File: src/design/ipv4hb_pkg.sv
`timescale 1ns / 1ps

package ipv4hb_pkg;

    localparam logic [7:0]  IP_VER_IHL   = 8'h45;
    localparam logic [15:0] HEADER_BYTES = 16'd20;
    localparam logic [15:0] MAX_PAYLOAD  = 16'd65515;
    localparam logic [15:0] BCAST_WORD   = 16'hffff;
    localparam logic [15:0] ZERO_WORD    = 16'h0000;

    localparam logic [7:0]  TOS_RESET    = 8'h10;
    localparam logic [7:0]  TTL_RESET    = 8'd128;
    localparam logic [31:0] SRC_RESET    = 32'h0000_0000;

    localparam int          CFG_IDX_W    = 2;
    localparam logic [CFG_IDX_W-1:0] CFG_SERVICE_TYPE = 2'd0;
    localparam logic [CFG_IDX_W-1:0] CFG_HOP_LIMIT    = 2'd1;
    localparam logic [CFG_IDX_W-1:0] CFG_SOURCE_IP    = 2'd2;

    localparam int          SUM_W        = 19;

    localparam logic [3:0]  IDX_VER_TOS   = 4'd0;
    localparam logic [3:0]  IDX_TOTAL_LEN = 4'd1;
    localparam logic [3:0]  IDX_IDENT     = 4'd2;
    localparam logic [3:0]  IDX_FRAG      = 4'd3;
    localparam logic [3:0]  IDX_TTL_PROTO = 4'd4;
    localparam logic [3:0]  IDX_CSUM      = 4'd5;
    localparam logic [3:0]  IDX_SRC_HI    = 4'd6;
    localparam logic [3:0]  IDX_SRC_LO    = 4'd7;
    localparam logic [3:0]  IDX_DST_HI    = 4'd8;
    localparam logic [3:0]  IDX_DST_LO    = 4'd9;
    localparam logic [3:0]  IDX_LAST      = IDX_DST_LO;

    typedef struct packed {
        logic [15:0] payload_length;
        logic [7:0]  protocol;
    } in_t;

    typedef struct packed {
        logic [15:0] header_word;
        logic [3:0]  word_index;
        logic        last_word;
    } out_t;

    typedef struct packed {
        logic [7:0]  service_type;
        logic [7:0]  hop_limit;
        logic [31:0] source_ip;
    } cfg_t;

    typedef struct packed {
        logic [15:0]      ver_tos;
        logic [15:0]      total_len;
        logic [15:0]      ttl_proto;
        logic [15:0]      src_hi;
        logic [15:0]      src_lo;
        logic [SUM_W-1:0] sum;
    } hdr_t;

endpackage

File: src/design/ipv4_broadcast_header_builder_core.sv
`timescale 1ns / 1ps

// Channel   Direction  Handshake             Beat
// in        input      in_valid / in_stall   payload_length, protocol
// out       output     out_valid / out_stall header_word, word_index, last_word
// cfg       input      cfg_valid / cfg_ready cfg_index, cfg_data
//
// Each request yields ten beats, one per cycle while out_stall is low, and holds the port
// until its last beat; the word serialiser is the limit, and the next request is taken
// meanwhile. A request passes the input, header, serialiser and output registers in turn.
// Reset is asynchronous and active low; configuration returns to 0x10, 128 and 0.0.0.0.
// A stall on the output holds the current beat and backs up through two request registers.
// Requests with a payload length above 65515 are taken and produce no beats.

module ipv4_broadcast_header_builder_core (
    input  logic                             clk,
    input  logic                             rst_n,
    input  logic                             in_valid,
    output logic                             in_stall,
    input  ipv4hb_pkg::in_t                  in_data,
    output logic                             out_valid,
    input  logic                             out_stall,
    output ipv4hb_pkg::out_t                 out_data,
    input  logic                             cfg_valid,
    output logic                             cfg_ready,
    input  logic [ipv4hb_pkg::CFG_IDX_W-1:0] cfg_index,
    input  logic [31:0]                      cfg_data
);
    import ipv4hb_pkg::*;

    cfg_t cfg;
    hdr_t hdr;
    logic hdr_valid;
    logic hdr_ready;

    assign cfg_ready = 1'b1;

    ipv4hb_cfg u_cfg (
        .clk      (clk),
        .rst_n    (rst_n),
        .wr_en    (cfg_valid),
        .wr_index (cfg_index),
        .wr_data  (cfg_data),
        .cfg      (cfg)
    );

    ipv4hb_build u_build (
        .clk       (clk),
        .rst_n     (rst_n),
        .cfg       (cfg),
        .in_valid  (in_valid),
        .in_stall  (in_stall),
        .in_data   (in_data),
        .hdr_valid (hdr_valid),
        .hdr_ready (hdr_ready),
        .hdr       (hdr)
    );

    ipv4hb_ser u_ser (
        .clk       (clk),
        .rst_n     (rst_n),
        .hdr_valid (hdr_valid),
        .hdr_ready (hdr_ready),
        .hdr       (hdr),
        .out_valid (out_valid),
        .out_stall (out_stall),
        .out_data  (out_data)
    );

endmodule

File: src/design/ipv4hb_cfg.sv
`timescale 1ns / 1ps

module ipv4hb_cfg (
    input  logic                           clk,
    input  logic                           rst_n,
    input  logic                           wr_en,
    input  logic [ipv4hb_pkg::CFG_IDX_W-1:0] wr_index,
    input  logic [31:0]                    wr_data,
    output ipv4hb_pkg::cfg_t               cfg
);
    import ipv4hb_pkg::*;

    cfg_t cfg_reg;
    cfg_t cfg_next;

    always_comb
    begin
        cfg_next = cfg_reg;
        if (wr_en)
        begin
            case (wr_index)
                CFG_SERVICE_TYPE: cfg_next.service_type = wr_data[7:0];
                CFG_HOP_LIMIT:    cfg_next.hop_limit    = wr_data[7:0];
                CFG_SOURCE_IP:    cfg_next.source_ip    = wr_data;
                default:          cfg_next = cfg_reg;
            endcase
        end
    end

    always_ff @(posedge clk or negedge rst_n)
    begin
        if (!rst_n)
        begin
            cfg_reg.service_type <= TOS_RESET;
            cfg_reg.hop_limit    <= TTL_RESET;
            cfg_reg.source_ip    <= SRC_RESET;
        end
        else
        begin
            cfg_reg <= cfg_next;
        end
    end

    assign cfg = cfg_reg;

endmodule

File: src/design/ipv4hb_build.sv
`timescale 1ns / 1ps

module ipv4hb_build (
    input  logic              clk,
    input  logic              rst_n,
    input  ipv4hb_pkg::cfg_t  cfg,
    input  logic              in_valid,
    output logic              in_stall,
    input  ipv4hb_pkg::in_t   in_data,
    output logic              hdr_valid,
    input  logic              hdr_ready,
    output ipv4hb_pkg::hdr_t  hdr
);
    import ipv4hb_pkg::*;

    logic  i_valid_reg;
    logic  i_valid_next;
    in_t   i_data_reg;
    logic  b_valid_reg;
    logic  b_valid_next;
    hdr_t  b_hdr_reg;
    hdr_t  b_hdr_next;
    logic  b_ready;
    logic  i_ready;
    logic  accept;
    logic  len_ok;

    // Requests whose total length would not fit in sixteen bits are taken and dropped.
    assign b_ready  = !b_valid_reg || hdr_ready;
    assign i_ready  = !i_valid_reg || b_ready;
    assign in_stall = !i_ready;
    assign accept   = in_valid && i_ready;
    assign len_ok   = in_data.payload_length <= MAX_PAYLOAD;

    always_comb
    begin
        i_valid_next = i_valid_reg;
        if (i_ready)
        begin
            i_valid_next = accept && len_ok;
        end
        b_valid_next = b_valid_reg;
        if (b_ready)
        begin
            b_valid_next = i_valid_reg;
        end
    end

    always_comb
    begin
        b_hdr_next.ver_tos   = {IP_VER_IHL, cfg.service_type};
        b_hdr_next.total_len = i_data_reg.payload_length + HEADER_BYTES;
        b_hdr_next.ttl_proto = {cfg.hop_limit, i_data_reg.protocol};
        b_hdr_next.src_hi    = cfg.source_ip[31:16];
        b_hdr_next.src_lo    = cfg.source_ip[15:0];
        b_hdr_next.sum       = SUM_W'(b_hdr_next.ver_tos) + SUM_W'(b_hdr_next.total_len)
                             + SUM_W'(b_hdr_next.ttl_proto) + SUM_W'(b_hdr_next.src_hi)
                             + SUM_W'(b_hdr_next.src_lo) + SUM_W'(BCAST_WORD)
                             + SUM_W'(BCAST_WORD);
    end

    always_ff @(posedge clk or negedge rst_n)
    begin
        if (!rst_n)
        begin
            i_valid_reg <= 1'b0;
            b_valid_reg <= 1'b0;
        end
        else
        begin
            i_valid_reg <= i_valid_next;
            b_valid_reg <= b_valid_next;
        end
    end

    always_ff @(posedge clk)
    begin
        if (accept)
        begin
            i_data_reg <= in_data;
        end
        if (b_ready && i_valid_reg)
        begin
            b_hdr_reg <= b_hdr_next;
        end
    end

    assign hdr_valid = b_valid_reg;
    assign hdr       = b_hdr_reg;

endmodule

File: src/design/ipv4hb_ser.sv
`timescale 1ns / 1ps

module ipv4hb_ser (
    input  logic              clk,
    input  logic              rst_n,
    input  logic              hdr_valid,
    output logic              hdr_ready,
    input  ipv4hb_pkg::hdr_t  hdr,
    output logic              out_valid,
    input  logic              out_stall,
    output ipv4hb_pkg::out_t  out_data
);
    import ipv4hb_pkg::*;

    logic        act_reg;
    logic        act_next;
    logic [3:0]  idx_reg;
    logic [3:0]  idx_next;
    hdr_t        s_hdr_reg;
    logic [15:0] csum_reg;
    logic        out_valid_reg;
    logic        out_valid_next;
    out_t        out_reg;
    out_t        out_next;
    logic        adv;
    logic        emit;
    logic        done;
    logic        take;
    logic [16:0] fold1;
    logic [15:0] fold2;

    assign adv  = !out_valid_reg || !out_stall;
    assign emit = adv && act_reg;
    assign done = emit && (idx_reg == IDX_LAST);
    assign take = hdr_valid && (!act_reg || done);
    assign hdr_ready = !act_reg || done;

    // End-around carry: the second fold cannot carry again.
    assign fold1 = 17'(hdr.sum[15:0]) + 17'(hdr.sum[SUM_W-1:16]);
    assign fold2 = fold1[15:0] + 16'(fold1[16]);

    always_comb
    begin
        out_next.word_index = idx_reg;
        out_next.last_word  = (idx_reg == IDX_LAST);
        case (idx_reg)
            IDX_VER_TOS:   out_next.header_word = s_hdr_reg.ver_tos;
            IDX_TOTAL_LEN: out_next.header_word = s_hdr_reg.total_len;
            IDX_IDENT:     out_next.header_word = ZERO_WORD;
            IDX_FRAG:      out_next.header_word = ZERO_WORD;
            IDX_TTL_PROTO: out_next.header_word = s_hdr_reg.ttl_proto;
            IDX_CSUM:      out_next.header_word = csum_reg;
            IDX_SRC_HI:    out_next.header_word = s_hdr_reg.src_hi;
            IDX_SRC_LO:    out_next.header_word = s_hdr_reg.src_lo;
            IDX_DST_HI:    out_next.header_word = BCAST_WORD;
            IDX_DST_LO:    out_next.header_word = BCAST_WORD;
            default:       out_next.header_word = ZERO_WORD;
        endcase
    end

    always_comb
    begin
        act_next = act_reg;
        idx_next = idx_reg;
        if (emit)
        begin
            idx_next = done ? IDX_VER_TOS : idx_reg + 4'd1;
            act_next = !done;
        end
        if (take)
        begin
            act_next = 1'b1;
        end
        out_valid_next = out_valid_reg;
        if (adv)
        begin
            out_valid_next = act_reg;
        end
    end

    always_ff @(posedge clk or negedge rst_n)
    begin
        if (!rst_n)
        begin
            act_reg       <= 1'b0;
            idx_reg       <= IDX_VER_TOS;
            out_valid_reg <= 1'b0;
        end
        else
        begin
            act_reg       <= act_next;
            idx_reg       <= idx_next;
            out_valid_reg <= out_valid_next;
        end
    end

    always_ff @(posedge clk)
    begin
        if (take)
        begin
            s_hdr_reg <= hdr;
            csum_reg  <= ~fold2;
        end
        if (emit)
        begin
            out_reg <= out_next;
        end
    end

    assign out_valid = out_valid_reg;
    assign out_data  = out_reg;

`ifndef ASSERT_OFF
    a_idle_index: assert property (@(posedge clk) disable iff (!rst_n)
        !act_reg |-> idx_reg == IDX_VER_TOS)
        else $error("serialiser idle with a nonzero word index");

    a_index_range: assert property (@(posedge clk) disable iff (!rst_n)
        out_valid_reg |-> out_reg.word_index <= IDX_LAST)
        else $error("word index beyond the last header word");

    a_last_flag: assert property (@(posedge clk) disable iff (!rst_n)
        out_valid_reg |-> out_reg.last_word == (out_reg.word_index == IDX_LAST))
        else $error("last word flag disagrees with word index");

    a_next_word: assert property (@(posedge clk) disable iff (!rst_n)
        out_valid_reg && !out_stall && !out_reg.last_word
        |=> out_valid_reg && out_reg.word_index == $past(out_reg.word_index) + 4'd1)
        else $error("header words not delivered back to back in order");
`endif

endmodule
File: config.mk
export PLATFORM = sky130hd
export DESIGN_NAME = ipv4_broadcast_header_builder_core
export DESIGN_NICKNAME = d
export VERILOG_FILES = /design/src/design/ipv4hb_pkg.sv /design/src/design/ipv4_broadcast_header_builder_core.sv /design/src/design/ipv4hb_cfg.sv /design/src/design/ipv4hb_build.sv /design/src/design/ipv4hb_ser.sv
export SDC_FILE = /design/constraint.sdc
export NUM_CORES = 1
export LEC_CHECK = 0
export ABC_CLOCK_PERIOD_IN_PS = 5800
export BUFFER_PORTS_ARGS = -buffer_cell sky130_fd_sc_hd__buf_2
export CORE_ASPECT_RATIO = 1.75
export CORE_MARGIN = 3
export CORE_UTILIZATION = 55
export CTS_CLUSTER_SIZE = 16
export DETAILED_ROUTE_END_ITERATION = 12
export MAX_ROUTING_LAYER = met4
export PLACE_DENSITY = 0.86
export SYNTH_ARGS = -nofsm -noshare
export SYNTH_HDL_FRONTEND = slang
export SYNTH_SLANG_ARGS = --single-unit
File: constraint.sdc
create_clock -name clk -period 5.8 [get_ports clk]
set_input_delay 0.29 -clock clk [delete_from_list [all_inputs] [get_ports clk]]
set_output_delay 0.29 -clock clk [all_outputs]
set_load 0.005 [all_outputs]
## After elaboration in Yosys (flattened, before gate mapping)

Index checks and enable logic that the tools add are counted.

- Bits in registers: 280
- Bits of input ports: 63
- Output and inout bits: 24
- Word-level logic and storage cells: 74

- Add/subtract/negate cells: 10
- $lt $le $gt $ge: 1
- Eq/ne operators: 9
- Muxes and demuxes: 4
- Bitwise operators: 1
- Reductions and logical operators: 24

Operators with widths:

| cell | count |
|---|---|
| $pmux 16 s7 | 1 |
| $add 19x16->19 | 3 |
| $add 19x16->19 const B | 2 |
| $add 15x16->17 | 1 |
| $add 16x3->17 | 1 |
| $add 16x1->16 | 1 |
| $add 16x5->16 const B | 1 |
| $eq 4x3->1 const B | 4 |
| $le 16x16->1 const B | 1 |
| $not 16->16 | 1 |
| $eq 4x4->1 const B | 2 |
| $logic_not 1->1 | 7 |
| $logic_and 1x1->1 | 6 |
| $reduce_and 2->1 | 3 |
| $add 4x1->4 const B | 1 |
| $eq 4x1->1 const B | 1 |
| $logic_not 4->1 | 1 |
| $logic_or 1x1->1 | 4 |
| $mux 4 | 1 |
| $eq 2x1->1 const B | 1 |
| $eq 2x2->1 const B | 1 |
| $logic_not 2->1 | 1 |
| $mux 1 | 2 |
| $reduce_bool 2->1 | 1 |
| $reduce_or 2->1 | 1 |

## Logic depth before layout (Yosys ltp)

Gate-level depths: netlist of run 1.

- Word-level depth: 9
- Depth in mapped cells: 24
- Gate-level depth less buffers: 24

## Cells and area by module

Synthesis of run 1 repeated with hierarchy kept, for this count alone.

- Cell total of the unflattened synthesis: 910
- Area total of the unflattened synthesis: 13300.3 µm²

By module, submodules not included:

| module | times used | cells each | area an instance (µm²) | seq. area each (µm²) |
|---|---|---|---|---|
| ipv4hb_build | 1 | 444 | 6112.1 | 3503.4 |
| ipv4hb_ser | 1 | 362 | 5360.1 | 3663.5 |
| ipv4hb_cfg | 1 | 102 | 1816.7 | 1203.7 |
| ipv4_broadcast_header_builder_core | 1 | 2 | 11.3 | 0.0 |

## Worst setup path after synthesis of run 1

No wires, ideal clock.

- Path kind: flip-flop to flip-flop
- Start point: reg u_ser.idx_reg[1]
- End point: reg u_ser.csum_reg[0], enable pin
- Setup time: 545 ps
- Arrival time: 5108 ps
- Data required time: 5255 ps
- Path slack: 147 ps
- Cell stages (with the launch flop): 7
- Path buffers: 1
- Period minus slack after synthesis: 5653 ps
- Cell sequence: dfrtp_1 inv_1 ha_1 clkbuf_1 and2_1 a21boi_0 nor2b_1

RTL lines:

| item | RTL line | text |
|---|---|---|
| start: declaration | ipv4hb_ser.sv:17 | `logic [3:0] idx_reg;` |
| start signal: assignment | ipv4hb_ser.sv:92 | `idx_reg <= idx_next;` |
| end signal: assignment | ipv4hb_ser.sv:102 | `csum_reg <= ~fold2;` |
| end: declaration | ipv4hb_ser.sv:20 | `logic [15:0] csum_reg;` |

==> metrics.csv, run 1 <==
stage,metric,value,unit
status,status,finished clean,
placed_design,gpl congestion,0.8889,
cts,clk slew on worst S/H paths,70,ps
detailed_routing,Post-DRT Antenna Nets,0,
yosys,combinational family with the most area after synthesis,adder cells,
global_routing,vias in the first global route,8333,
yosys,Post-Synth Adder-Cell Area,10.26,%
yosys,most frequent cell after synthesis,edfxtp_1,
yosys,syn nets,1077,
yosys,Simple-Gate Fraction of Synth Area,7.335,%
layout,share of cells above drive strength 1,20.39,%
min_path,Worst Hold Class,in2reg,
yosys,Yosys top cell area share,51.34,%
sta,Fin. Hold Viols,0,
sta,RSZ-0062 raised after global routing,true,
layout,Antenna Cells,0,
worst_setup_path,CP Capture Type,flop,
detailed_routing,wire per inst,20.83,um
power,Worst VDD drop,460.1,uV
floorplan,FP Rows,74,
worst_setup_path,kind of cell adding the most delay to the critical path,adder cells,
sta,worst-margin pin slew,1234,ps
floorplan,I/O pins,87,
yosys,synthesized cell area,13100,um2
yosys,Async SR Flop Fraction,20.00,%
yosys,mux share of post-synthesis cell area,4.890,%
yosys,cells after synthesis,927,
cts,worst-skew pair later-pin latency,530,ps
detailed_routing,Via density,5.612,
yosys,synthesis warning total,0,
worst_setup_path,CP required,6070,ps
yosys,count of cell types in the netlist,81,
yosys,"area leader, netlist",edfxtp_1,
floorplan,Core Area,23430,um2
worst_setup_path,Critical Path Stages,24,
yosys,"Seq/Total Area, Yosys",62.06,%
worst_setup_path,Critical Path Source Type,flop,
worst_setup_path,CP Cell Sequence,buf_4 > a21oi_4 > nor2_1 > xor2_1 > ha_1 > o2111ai_1 > o22ai_2 > nor4_2 > o21bai_1 > xnor2_1 > ha_1 > inv_1 > fa_1 > inv_1 > fa_1 > inv_1 > ha_1 > a21oi_1 > o21ai_0 > a21oi_1 > nand2_1 > a31oi_1 > o21ai_0 > xnor2_1,
min_path,hold depth,2,
worst_setup_path,CP Class,reg2reg,
floorplan,Starting Density,55.93,%
job,max cap viols,0,
layout,area grow syn2layout,15.60,%
detailed_routing,drt first pass iters,5,
sta,period utilization,96.91,%
cts,Root Buffer,clkbuf_16,
sta,Final WS setup,179.5,ps
cts,clock tree buffer depth,3,
global_routing,total gr overflow,0,
placed_design,dpl hpwl,20350,um
yosys,ranking of synthesized cells by area,"edfxtp_1 (51%), dfrtp_1 (10%), fa_1 (5.2%)",
floorplan,overall die width,122.7,um
detailed_routing,Iter 0 DRT Violations,611,
yosys,Post-Synth XOR/XNOR Area,4.049,%
global_routing,initial antenna violation count,0,
sta,"Slew Viols, Final",0,
worst_setup_path,path depth of the worst reg2reg path,24,
layout,Layout fillers,1572,
global_routing,GRT Util Overall,23.78,%
detailed_routing,Post-Route WL,28920,um
cts,TritonCTS clock tree,yes,
cts,total CTS buffers,24,
layout,max reg flops,91,
sta,# setup viols final,0,
yosys,Synth Register Bits,280,
detailed_routing,# DRC,0,
sta,Max Fclk,177.9,MHz
sta,Hold Worst Slack,6.652,ps
worst_setup_path,Max Fanout on Critical Path,5,
yosys,ys flop type,edfxtp_1,
yosys,"top cells by count, synth","edfxtp_1 (224), inv_1 (106), dfrtp_1 (54)",
sta,relative slew slack,17.74,%
power,leak pwr,5.924,nW
sta,Final Critical Period,5621,ps
cts,H-tree level count,1,
worst_setup_path,reg2reg setup slack,180,ps
sta,Worst Skew,23.83,ps
placed_design,pre-CTS WS,168.8,ps
global_routing,largest net degree at the start of global routing,74,
global_routing,first-pass GRT wire length,45430,um
yosys,post-synthesis compound-gate area fraction,7.526,%
floorplan,Die Ht,210.2,um
worst_setup_path,CP bufs+invs,4,
yosys,"Avg Cell Area, Syn",14.13,um2
worst_setup_path,critical path's slowest cell,fa_1,
layout,Final Net Count,1216,
floorplan,die area,25780,um2
yosys,Post-synth EDFFs,224,
detailed_routing,Vias,7790,
cts,Clock Sinks,280,
worst_setup_path,crit path DAT,5890,ps
power,PwrDens,580.1,nW/um2
placed_design,I/O Buffers,85,
worst_setup_path,Crit path largest cell delay,520,ps
[what timing repair did]
item | CTS | global route
hold endpoints to repair | 93 | 0
resized for setup | 0 | 8
setup buffers | 0 | 2
hold buffers | 40 | 0
endpoints found under the setup margin | 0 | 5
[cells in the final DEF, fill, tap and decap left out, types with 4 or more instances in the layout]
cell / netlist / layout
a211oi_1: 5 / 5
a21o_1: 6 / 6
a21oi_1: 27 / 27
a221oi_1: 11 / 11
a22o_1: 4 / 4
a22oi_1: 12 / 12
a31oi_1: 4 / 4
and2_1: 8 / 7
and3_1: 4 / 4
buf_2: 2 / 85
buf_4: 3 / 10
clkbuf_1: 14 / 7
clkbuf_16: 0 / 26
clkinv_2: 0 / 4
dfrtp_1: 54 / 54
dlygate4sd3_1: 0 / 40
edfxtp_1: 224 / 224
fa_1: 34 / 34
ha_1: 53 / 52
inv_1: 106 / 106
mux2_2: 48 / 48
mux2i_1: 10 / 10
nand2_1: 49 / 49
nand2b_1: 7 / 7
nand3_1: 22 / 22
nand4_1: 7 / 7
nor2_1: 33 / 33
nor2b_1: 11 / 10
nor3_1: 5 / 5
o211ai_1: 4 / 4
o21a_1: 7 / 7
o21ai_0: 26 / 25
or3_1: 4 / 4
xnor2_1: 35 / 34
xor2_1: 20 / 20
[metal layers]
layer	wire length, um	part of all wire (%)	vias to the layer above	GRT usage (%)
met1	10390	36	3893	26.37
met2	16430	57	239	43.96
met4	894	3.1	0	7.657
li1	-	-	3592	-
met3	1208	4.2	66	2.577
met5	0	0	-	-
[final cells by class]
type                    count  area, um2  share of cell area (%)
multi-input cells         518       4518                   29.83
clock buffers              34      690.7                   4.560
repair buffers            135      900.9                   5.948
inverters                 107      401.6                   2.652
clock inverters            10      122.6                  0.8097
well taps                 304      380.4                   2.512
flip-flops and latches    280       8130                   53.68
[power by group]
part           switching (mW)  internal [mW]
registers               0.242           2.79
clock network           0.728          0.931
logic                    2.41           1.68
total                    3.38           5.40
[stage by stage]
stage	utilization (%)	area (um2)	std cells	TNS [ps]	total power, mW
after floorplan	-	13100	927	0	5.857
after global placement	59.22	13870	1302	0	6.671
after detailed placement	59.22	13870	1302	0	6.914
after CTS	64.41	15090	1386	0	8.676
after global routing	64.65	15140	1388	-56.24	9.268
final	64.65	15140	1388	0	8.786
[worst reg2reg max path, delay by kind of cell, from the launching register on]
kind / cells / cell delay [ps]
XOR/XNOR: 3 / 520
buffers and inverters: 4 / 330
flip-flops: 1 / 440
adder cells (fa/ha/maj): 5 / 1990
AND/OR/NAND/NOR: 3 / 530
AO/OA/AOI/OAI: 9 / 1570
[logic make-up (layout without fill, tap and decap cells)]
logic type | Yosys count | count (layout)
flip-flops | 280 | 280
AND/OR/NAND/NOR | 177 | 177
AO/OA/AOI/OAI | 137 | 137
buffers and inverters | 129 | 286
adder cells (fa/ha/maj) | 87 | 87
XOR/XNOR | 58 | 58
multiplexers | 58 | 58
other | 1 | 1
[final timing paths]
kind                                        startpoint                  end
worst max-delay path            u_build.i_data_reg[10]      u_build.hdr[18]
worst min-delay path                      cfg_data[12]        u_cfg.cfg[12]
worst max register to register  u_build.i_data_reg[10]      u_build.hdr[18]
worst min register to register         u_build.hdr[70]  u_ser.s_hdr_reg[70]
max in group asynchronous                        rst_n        u_cfg.cfg[43]
min in group asynchronous                        rst_n      u_ser.out_valid
Note: power is estimated with default switching activity, not from simulation.
==> run 2, diff against run 1 <==
--- a/config.mk
+++ b/config.mk
@@ -8,12 +8,12 @@
 export ABC_CLOCK_PERIOD_IN_PS = 5800
 export BUFFER_PORTS_ARGS = -buffer_cell sky130_fd_sc_hd__buf_2
 export CORE_ASPECT_RATIO = 1.75
-export CORE_MARGIN = 3
-export CORE_UTILIZATION = 55
+export CORE_MARGIN = 10
+export CORE_UTILIZATION = 50
 export CTS_CLUSTER_SIZE = 16
 export DETAILED_ROUTE_END_ITERATION = 12
 export MAX_ROUTING_LAYER = met4
-export PLACE_DENSITY = 0.86
+export PLACE_DENSITY = 0.8
 export SYNTH_ARGS = -nofsm -noshare
 export SYNTH_HDL_FRONTEND = slang
 export SYNTH_SLANG_ARGS = --single-unit
==> run 2 against run 1 <==
  * Combinational power fell by 4%
  * Final cell count rose by 1.7%
  * Sequential power barely moved
  * Count of clock-buffer cells in the layout is 1 lower
  * Critical path type unchanged
  * Clock skew down 12 ps
  * First-iteration DRC count is 18% lower
  * Clock power barely moved
  * Via count is essentially flat
  * Highest routed layer unchanged
  * Non-clock buffer count is 8 higher
  * Total power is 1.8% lower
==> metrics.csv, run 2 (synthesis gave the netlist of run 1 again) <==
stage,metric,value,unit
layout,Layout fillers,1888,
global_routing,initial antenna violation count,0,
detailed_routing,Post-DRT Antenna Nets,0,
layout,max reg flops,91,
layout,Layout Utilization,58.92,%
sta,period utilization,94.75,%
status,status,finished clean,
sta,Final WS setup,304.2,ps
worst_setup_path,reg2reg start,u_build.i_data_reg[11],
sta,TNS Setup,0,ps
job,max cap viols,0,
detailed_routing,# DRC,0,
detailed_routing,Via density,5.520,
placed_design,area post-placement,13890,um2
power,switching portion of total power,36.73,%
layout,Final Net Count,1224,
placed_design,gpl congestion,0.9009,
layout,post-route cell area,15240,um2
layout,Antenna Cells,0,
worst_setup_path,CP required,6080,ps
power,Clock power frac,19.5,%
worst_setup_path,CP startpoint,u_build.i_data_reg[11],
min_path,hold depth,2,
min_path,HP Start,cfg_data[20],
min_path,WHS Endpoint,u_cfg.cfg[20],
sta,# setup viols final,0,
cts,worst-skew pair later-pin latency,530,ps
power,PwrDens,566.1,nW/um2
layout,"commonest non-fill, non-tap cells in the layout","edfxtp_1 (224), inv_1 (106), buf_2 (85)",
global_routing,total gr overflow,0,
floorplan,I/O pins,87,
placed_design,dpl hpwl,21110,um
worst_setup_path,CP Class,reg2reg,
cts,Root Buffer,clkbuf_16,
sta,"Slew Viols, Final",0,
placed_design,I/O Buffers,85,
floorplan,Die Ht,234.1,um
worst_setup_path,reg2reg setup slack,300,ps
cts,total CTS buffers,24,
power,leak pwr,5.965,nW
worst_setup_path,Max Fanout on Critical Path,5,
sta,Final Critical Period,5496,ps
sta,Worst Skew,11.73,ps
floorplan,Core Area,25860,um2
sta,relative slew slack,19.10,%
cts,clock tree buffer depth,3,
sta,Fin. Hold Viols,0,
global_routing,GRT Util Overall,18.09,%
detailed_routing,wire per inst,20.60,um
worst_setup_path,path depth of the worst reg2reg path,23,
cts,TritonCTS clock tree,yes,
power,Worst VDD drop,385.4,uV
floorplan,Starting Density,50.66,%
worst_setup_path,CP Capture Type,flop,
floorplan,die area,33330,um2
cts,H-tree level count,1,
power,P_sw,3.168,mW
sta,Hold Worst Slack,11.60,ps
detailed_routing,Post-Route WL,29070,um
global_routing,vias in the first global route,8495,
power,Gate power share,45.4,%
layout,area grow syn2layout,16.31,%
sta,Max Fclk,182.0,MHz
global_routing,largest net degree at the start of global routing,67,
floorplan,overall die width,142.4,um
cts,clk slew on worst S/H paths,70,ps
detailed_routing,Vias,7789,
min_path,Worst Hold Class,in2reg,
floorplan,FP Rows,78,
worst_setup_path,crit path DAT,5780,ps
detailed_routing,Iter 0 DRT Violations,502,
power,Seq pwr share,35.1,%
layout,"commonest non-fill, non-tap cell in the layout",edfxtp_1,
worst_setup_path,r2r endpoint,u_build.hdr[17],
cts,Clock Sinks,280,
worst_setup_path,Critical Path Source Type,flop,
detailed_routing,drt first pass iters,5,
layout,share of cells above drive strength 1,20.16,%
global_routing,first-pass GRT wire length,45690,um
placed_design,pre-CTS WS,206.1,ps
power,cell internal pwr,5.458,mW
sta,worst-margin pin slew,1214,ps
run 2: layout make-up:
type / instances / area (um2) / area share [%]
Sequential cell: 280 / 8130 / 53.35
Tap cell: 320 / 400.4 / 2.627
Multi-Input combinational cell: 518 / 4491 / 29.47
Clock buffer: 33 / 695.7 / 4.565
Inverter: 107 / 401.6 / 2.636
Timing Repair Buffer: 143 / 980.9 / 6.437
Clock inverter: 10 / 138.9 / 0.9114
run 2: worst max path at each step:
stage	to	slack [ps]	cells after the start
floorplan	u_ser.csum_reg[0]	150	6
global placement	u_build.hdr[18]	360	23
detailed placement	u_build.hdr[18]	210	23
CTS	u_build.hdr[17]	150	22
global route	u_build.hdr[18]	-60	23
finish	u_build.hdr[17]	300	23
run 2: power groups by stage:
stage / sequential (mW) / combinational [mW] / clock [mW]
after floorplan: 2.98 / 2.88 / 0
after global placement: 3.06 / 3.64 / 0
after detailed placement: 3.07 / 3.78 / 0
after CTS: 3.03 / 3.88 / 1.71
after global routing: 3.07 / 4.36 / 1.77
final: 3.03 / 3.92 / 1.68
run 2: repair_timing:
action | CTS | global route
endpoints found under the hold margin | 101 | 0
resized for setup | 0 | 4
setup endpoints to repair | 0 | 5
buffers inserted | 0 | 3
hold buffers | 48 | 0
run 2: critical path, cell delays in order (launching register included):
cell and delay, ps:
edfxtp_1 480, ha_2 260, xnor2_1 280, ha_1 340, o21a_1 120, o31a_1 130, o211ai_1 180, buf_4 160
nor2b_1 160, xnor2_1 90, ha_1 290, inv_1 50, fa_1 500, inv_1 60, fa_1 500, inv_1 40
ha_1 340, a21oi_1 180, nand2_1 100, a41oi_2 280, o21ai_2 120, a311o_1 380, a21oi_2 150, xnor2_1 70
run 2: layer usage:
layer	GRT usage (%)	up-vias	routed length [um]
met5	-	-	0
met4	7.392	0	971
met3	2.046	63	1154
met2	34.30	221	16800
met1	18.19	3882	10140
li1	-	3623	-
run 2: stage by stage:
stage                     total power [mW]  cells
final                                8.626   1411
after global routing                 9.200   1411
after CTS                            8.613   1408
after detailed placement             6.857   1317
after global placement               6.695   1317
after floorplan                      5.857    927
==> run 3, diff against run 2 <==
--- a/config.mk
+++ b/config.mk
@@ -13,7 +13,7 @@
 export CTS_CLUSTER_SIZE = 16
 export DETAILED_ROUTE_END_ITERATION = 12
 export MAX_ROUTING_LAYER = met4
-export PLACE_DENSITY = 0.8
+export PLACE_DENSITY_LB_ADDON = 0.12
 export SYNTH_ARGS = -nofsm -noshare
 export SYNTH_HDL_FRONTEND = slang
 export SYNTH_SLANG_ARGS = --single-unit
==> run 3 against run 2 <==
  * Flip-flop and latch count unchanged
  * Count of clock-buffer cells in the layout is 3 lower
  * Maximum frequency rose by 1.2%
  * Clock skew increased by 1.4 ps
  * Total power grew 1.1%
  * Utilization rose by 0.77 points
  * Global-route usage grew 0.39 points
  * Clock power up 11%
  * Sequential share of layout area decreased by 0.69 points
  * Sequential power about the same
  * Final cell count up 0.92%
  * Critical path type unchanged
  * Critical endpoint unchanged
  * Largest cell class unchanged
==> metrics.csv, run 3 (synthesis gave the netlist of run 1 again) <==
stage,metric,value,unit
sta,Fin. Hold Viols,0,
sta,Final Critical Period,5430,ps
worst_setup_path,CP startpoint,u_build.i_data_reg[11],
worst_setup_path,kind of cell adding the most delay to the critical path,adder cells,
worst_setup_path,Worst Setup EP,u_build.hdr[17],
worst_setup_path,path depth of the worst reg2reg path,23,
power,Gate power share,44.1,%
layout,"commonest non-fill, non-tap cells in the layout","edfxtp_1 (224), inv_1 (106), buf_2 (85)",
worst_setup_path,Max Fanout on Critical Path,5,
global_routing,GRT Util Overall,18.47,%
worst_setup_path,Critical Path Stages,23,
worst_setup_path,most frequent CP cell,ha_1,
global_routing,total gr overflow,0,
layout,share of cells above drive strength 1,20.29,%
floorplan,overall die width,142.4,um
worst_setup_path,CP bufs+invs,4,
sta,Max Fclk,184.1,MHz
global_routing,largest net degree at the start of global routing,89,
power,PwrDens,565.1,nW/um2
sta,Final WS setup,369.5,ps
layout,Layout fillers,2039,
cts,worst-skew pair later-pin latency,550,ps
worst_setup_path,r2r endpoint,u_build.hdr[17],
cts,total CTS buffers,26,
layout,Antenna Cells,0,
power,leak pwr,6.049,nW
power,Seq pwr share,34.5,%
worst_setup_path,crit path DAT,5730,ps
worst_setup_path,Critical Path Source Type,flop,
power,total power,8.724,mW
placed_design,dpl hpwl,21540,um
floorplan,Starting Density,50.66,%
sta,worst-margin pin slew,1234,ps
floorplan,Die Ht,234.1,um
sta,period utilization,93.63,%
worst_setup_path,CP Capture Type,flop,
power,Clock power frac,21.4,%
power,cell internal pwr,5.553,mW
power,P_sw,3.171,mW
detailed_routing,Vias,7508,
sta,"Slew Viols, Final",0,
layout,Final Net Count,1234,
worst_setup_path,reg2reg setup slack,370,ps
floorplan,FP Rows,78,
detailed_routing,wire per inst,20.43,um
status,status,finished clean,
placed_design,gpl congestion,0.9162,
cts,clk slew on worst S/H paths,70,ps
worst_setup_path,critical path's slowest cell,fa_1,
power,Worst VDD drop,322.1,uV
detailed_routing,# DRC,0,
detailed_routing,Post-DRT Antenna Nets,0,
sta,Worst Skew,13.13,ps
sta,Hold Worst Slack,16.85,ps
placed_design,pre-CTS WS,229.3,ps
worst_setup_path,CP required,6100,ps
layout,Finished Layout Cells,1424,
floorplan,I/O pins,87,
global_routing,vias in the first global route,8066,
detailed_routing,Iter 0 DRT Violations,319,
min_path,Worst Hold Class,in2reg,
detailed_routing,Via density,5.272,
cts,Root Buffer,clkbuf_16,
detailed_routing,drt first pass iters,5,
sta,relative slew slack,17.76,%
placed_design,I/O Buffers,85,
placed_design,Placed Instances,1318,
worst_setup_path,reg2reg start,u_build.i_data_reg[11],
global_routing,first-pass GRT wire length,45940,um
worst_setup_path,CP Cell Sequence,ha_1 > xnor2_1 > ha_1 > o21a_1 > o31a_1 > o211ai_1 > buf_4 > nor2b_1 > xnor2_1 > ha_1 > inv_1 > fa_1 > inv_1 > fa_1 > inv_1 > ha_1 > nor4_1 > o21ai_1 > a41oi_2 > o21ai_2 > a311o_1 > a21oi_2 > xnor2_1,
worst_setup_path,Crit path largest cell delay,490,ps
layout,Layout Utilization,59.70,%
cts,H-tree level count,1,
floorplan,Core Area,25860,um2
floorplan,die area,33330,um2
sta,# setup viols final,0,
power,switching portion of total power,36.35,%
layout,max reg flops,91,
cts,TritonCTS clock tree,yes,
global_routing,initial antenna violation count,0,
layout,"commonest non-fill, non-tap cell in the layout",edfxtp_1,
worst_setup_path,CP Class,reg2reg,
cts,Clock Sinks,280,
job,max cap viols,0,
cts,clock tree buffer depth,3,
detailed_routing,Post-Route WL,29090,um
layout,area grow syn2layout,17.84,%
run 3: changes by cell type in the layout (fill, tap and decap cells not counted), sizes merged:
cell / before / now
clkbuf: 33 / 30
dlygate4sd3: 48 / 56
bufinv: 3 / 6
clkinv: 5 / 9
clkinvlp: 1 / 2
run 3: area by class of cell:
type                       instances  area (um2)  share of cell area (%)
multi-input combinational        518        4492                   29.09
tap                              320       400.4                   2.593
timing repair buffer             151        1074                   6.954
clock inverter                    18       265.3                   1.718
inverter                         107       401.6                   2.601
sequential                       280        8130                   52.66
clock buffer                      30       675.6                   4.376
run 3: stage by stage:
stage	setup TNS [ps]	area (um2)
6_report	0	15440
5_1_grt	-9.716	15440
4_1_cts	0	15410
3_5_place_dp	0	13910
3_3_place_gp	0	13910
2_1_floorplan	0	13100
run 3: how the worst min path moves through the flow:
stage	to	startpoint	depth (start not counted)	slack, ps
2_1_floorplan	u_build.hdr_valid	rst_n	0	-6
3_3_place_gp	u_ser.s_hdr_reg[54]	u_build.hdr[54]	0	400
3_5_place_dp	u_ser.s_hdr_reg[37]	u_build.hdr[37]	0	400
4_1_cts	u_cfg.cfg[41]	cfg_data[1]	3	1
5_1_grt	u_cfg.cfg[47]	cfg_data[7]	2	20
6_report	u_cfg.cfg[47]	cfg_data[7]	2	20
run 3: power by group through the flow:
| stage | registers (mW) | clock network [mW] | logic [mW] |
|---|---|---|---|
| 2_1_floorplan | 2.98 | 0 | 2.88 |
| 3_3_place_gp | 3.05 | 0 | 3.77 |
| 3_5_place_dp | 3.06 | 0 | 3.81 |
| 4_1_cts | 3.02 | 1.91 | 3.87 |
| 5_1_grt | 3.05 | 1.98 | 4.38 |
| 6_report | 3.01 | 1.87 | 3.84 |
run 3: worst reg2reg max path: cells and delay by family (launching register included):
kind	cells	cell delay [ps]
adder cells (fa/ha/maj)	6	2110
AO/OA/AOI/OAI	8	1570
flip-flops	1	450
XOR/XNOR	3	410
AND/OR/NAND/NOR	2	350
buffers and inverters	4	290
run 3: repair_timing:
action                     in CTS  in global routing
gates resized for setup         0                  4
setup buffers                   0                  2
setup endpoints to repair       0                  4
hold buffers                   56                  0
hold endpoints to repair      114                  0
run 3: metal layers:
metal  vias to the layer above  share of wire [%]  track usage (%)  wire, um
li1                       3647                  -                -         -
met1                      3657                 38            20.90     11170
met2                       146                 55            33.02     15920
met3                        58                3.5            2.107      1015
met4                         0                3.4            6.440       983
met5                         -                  0                -         0
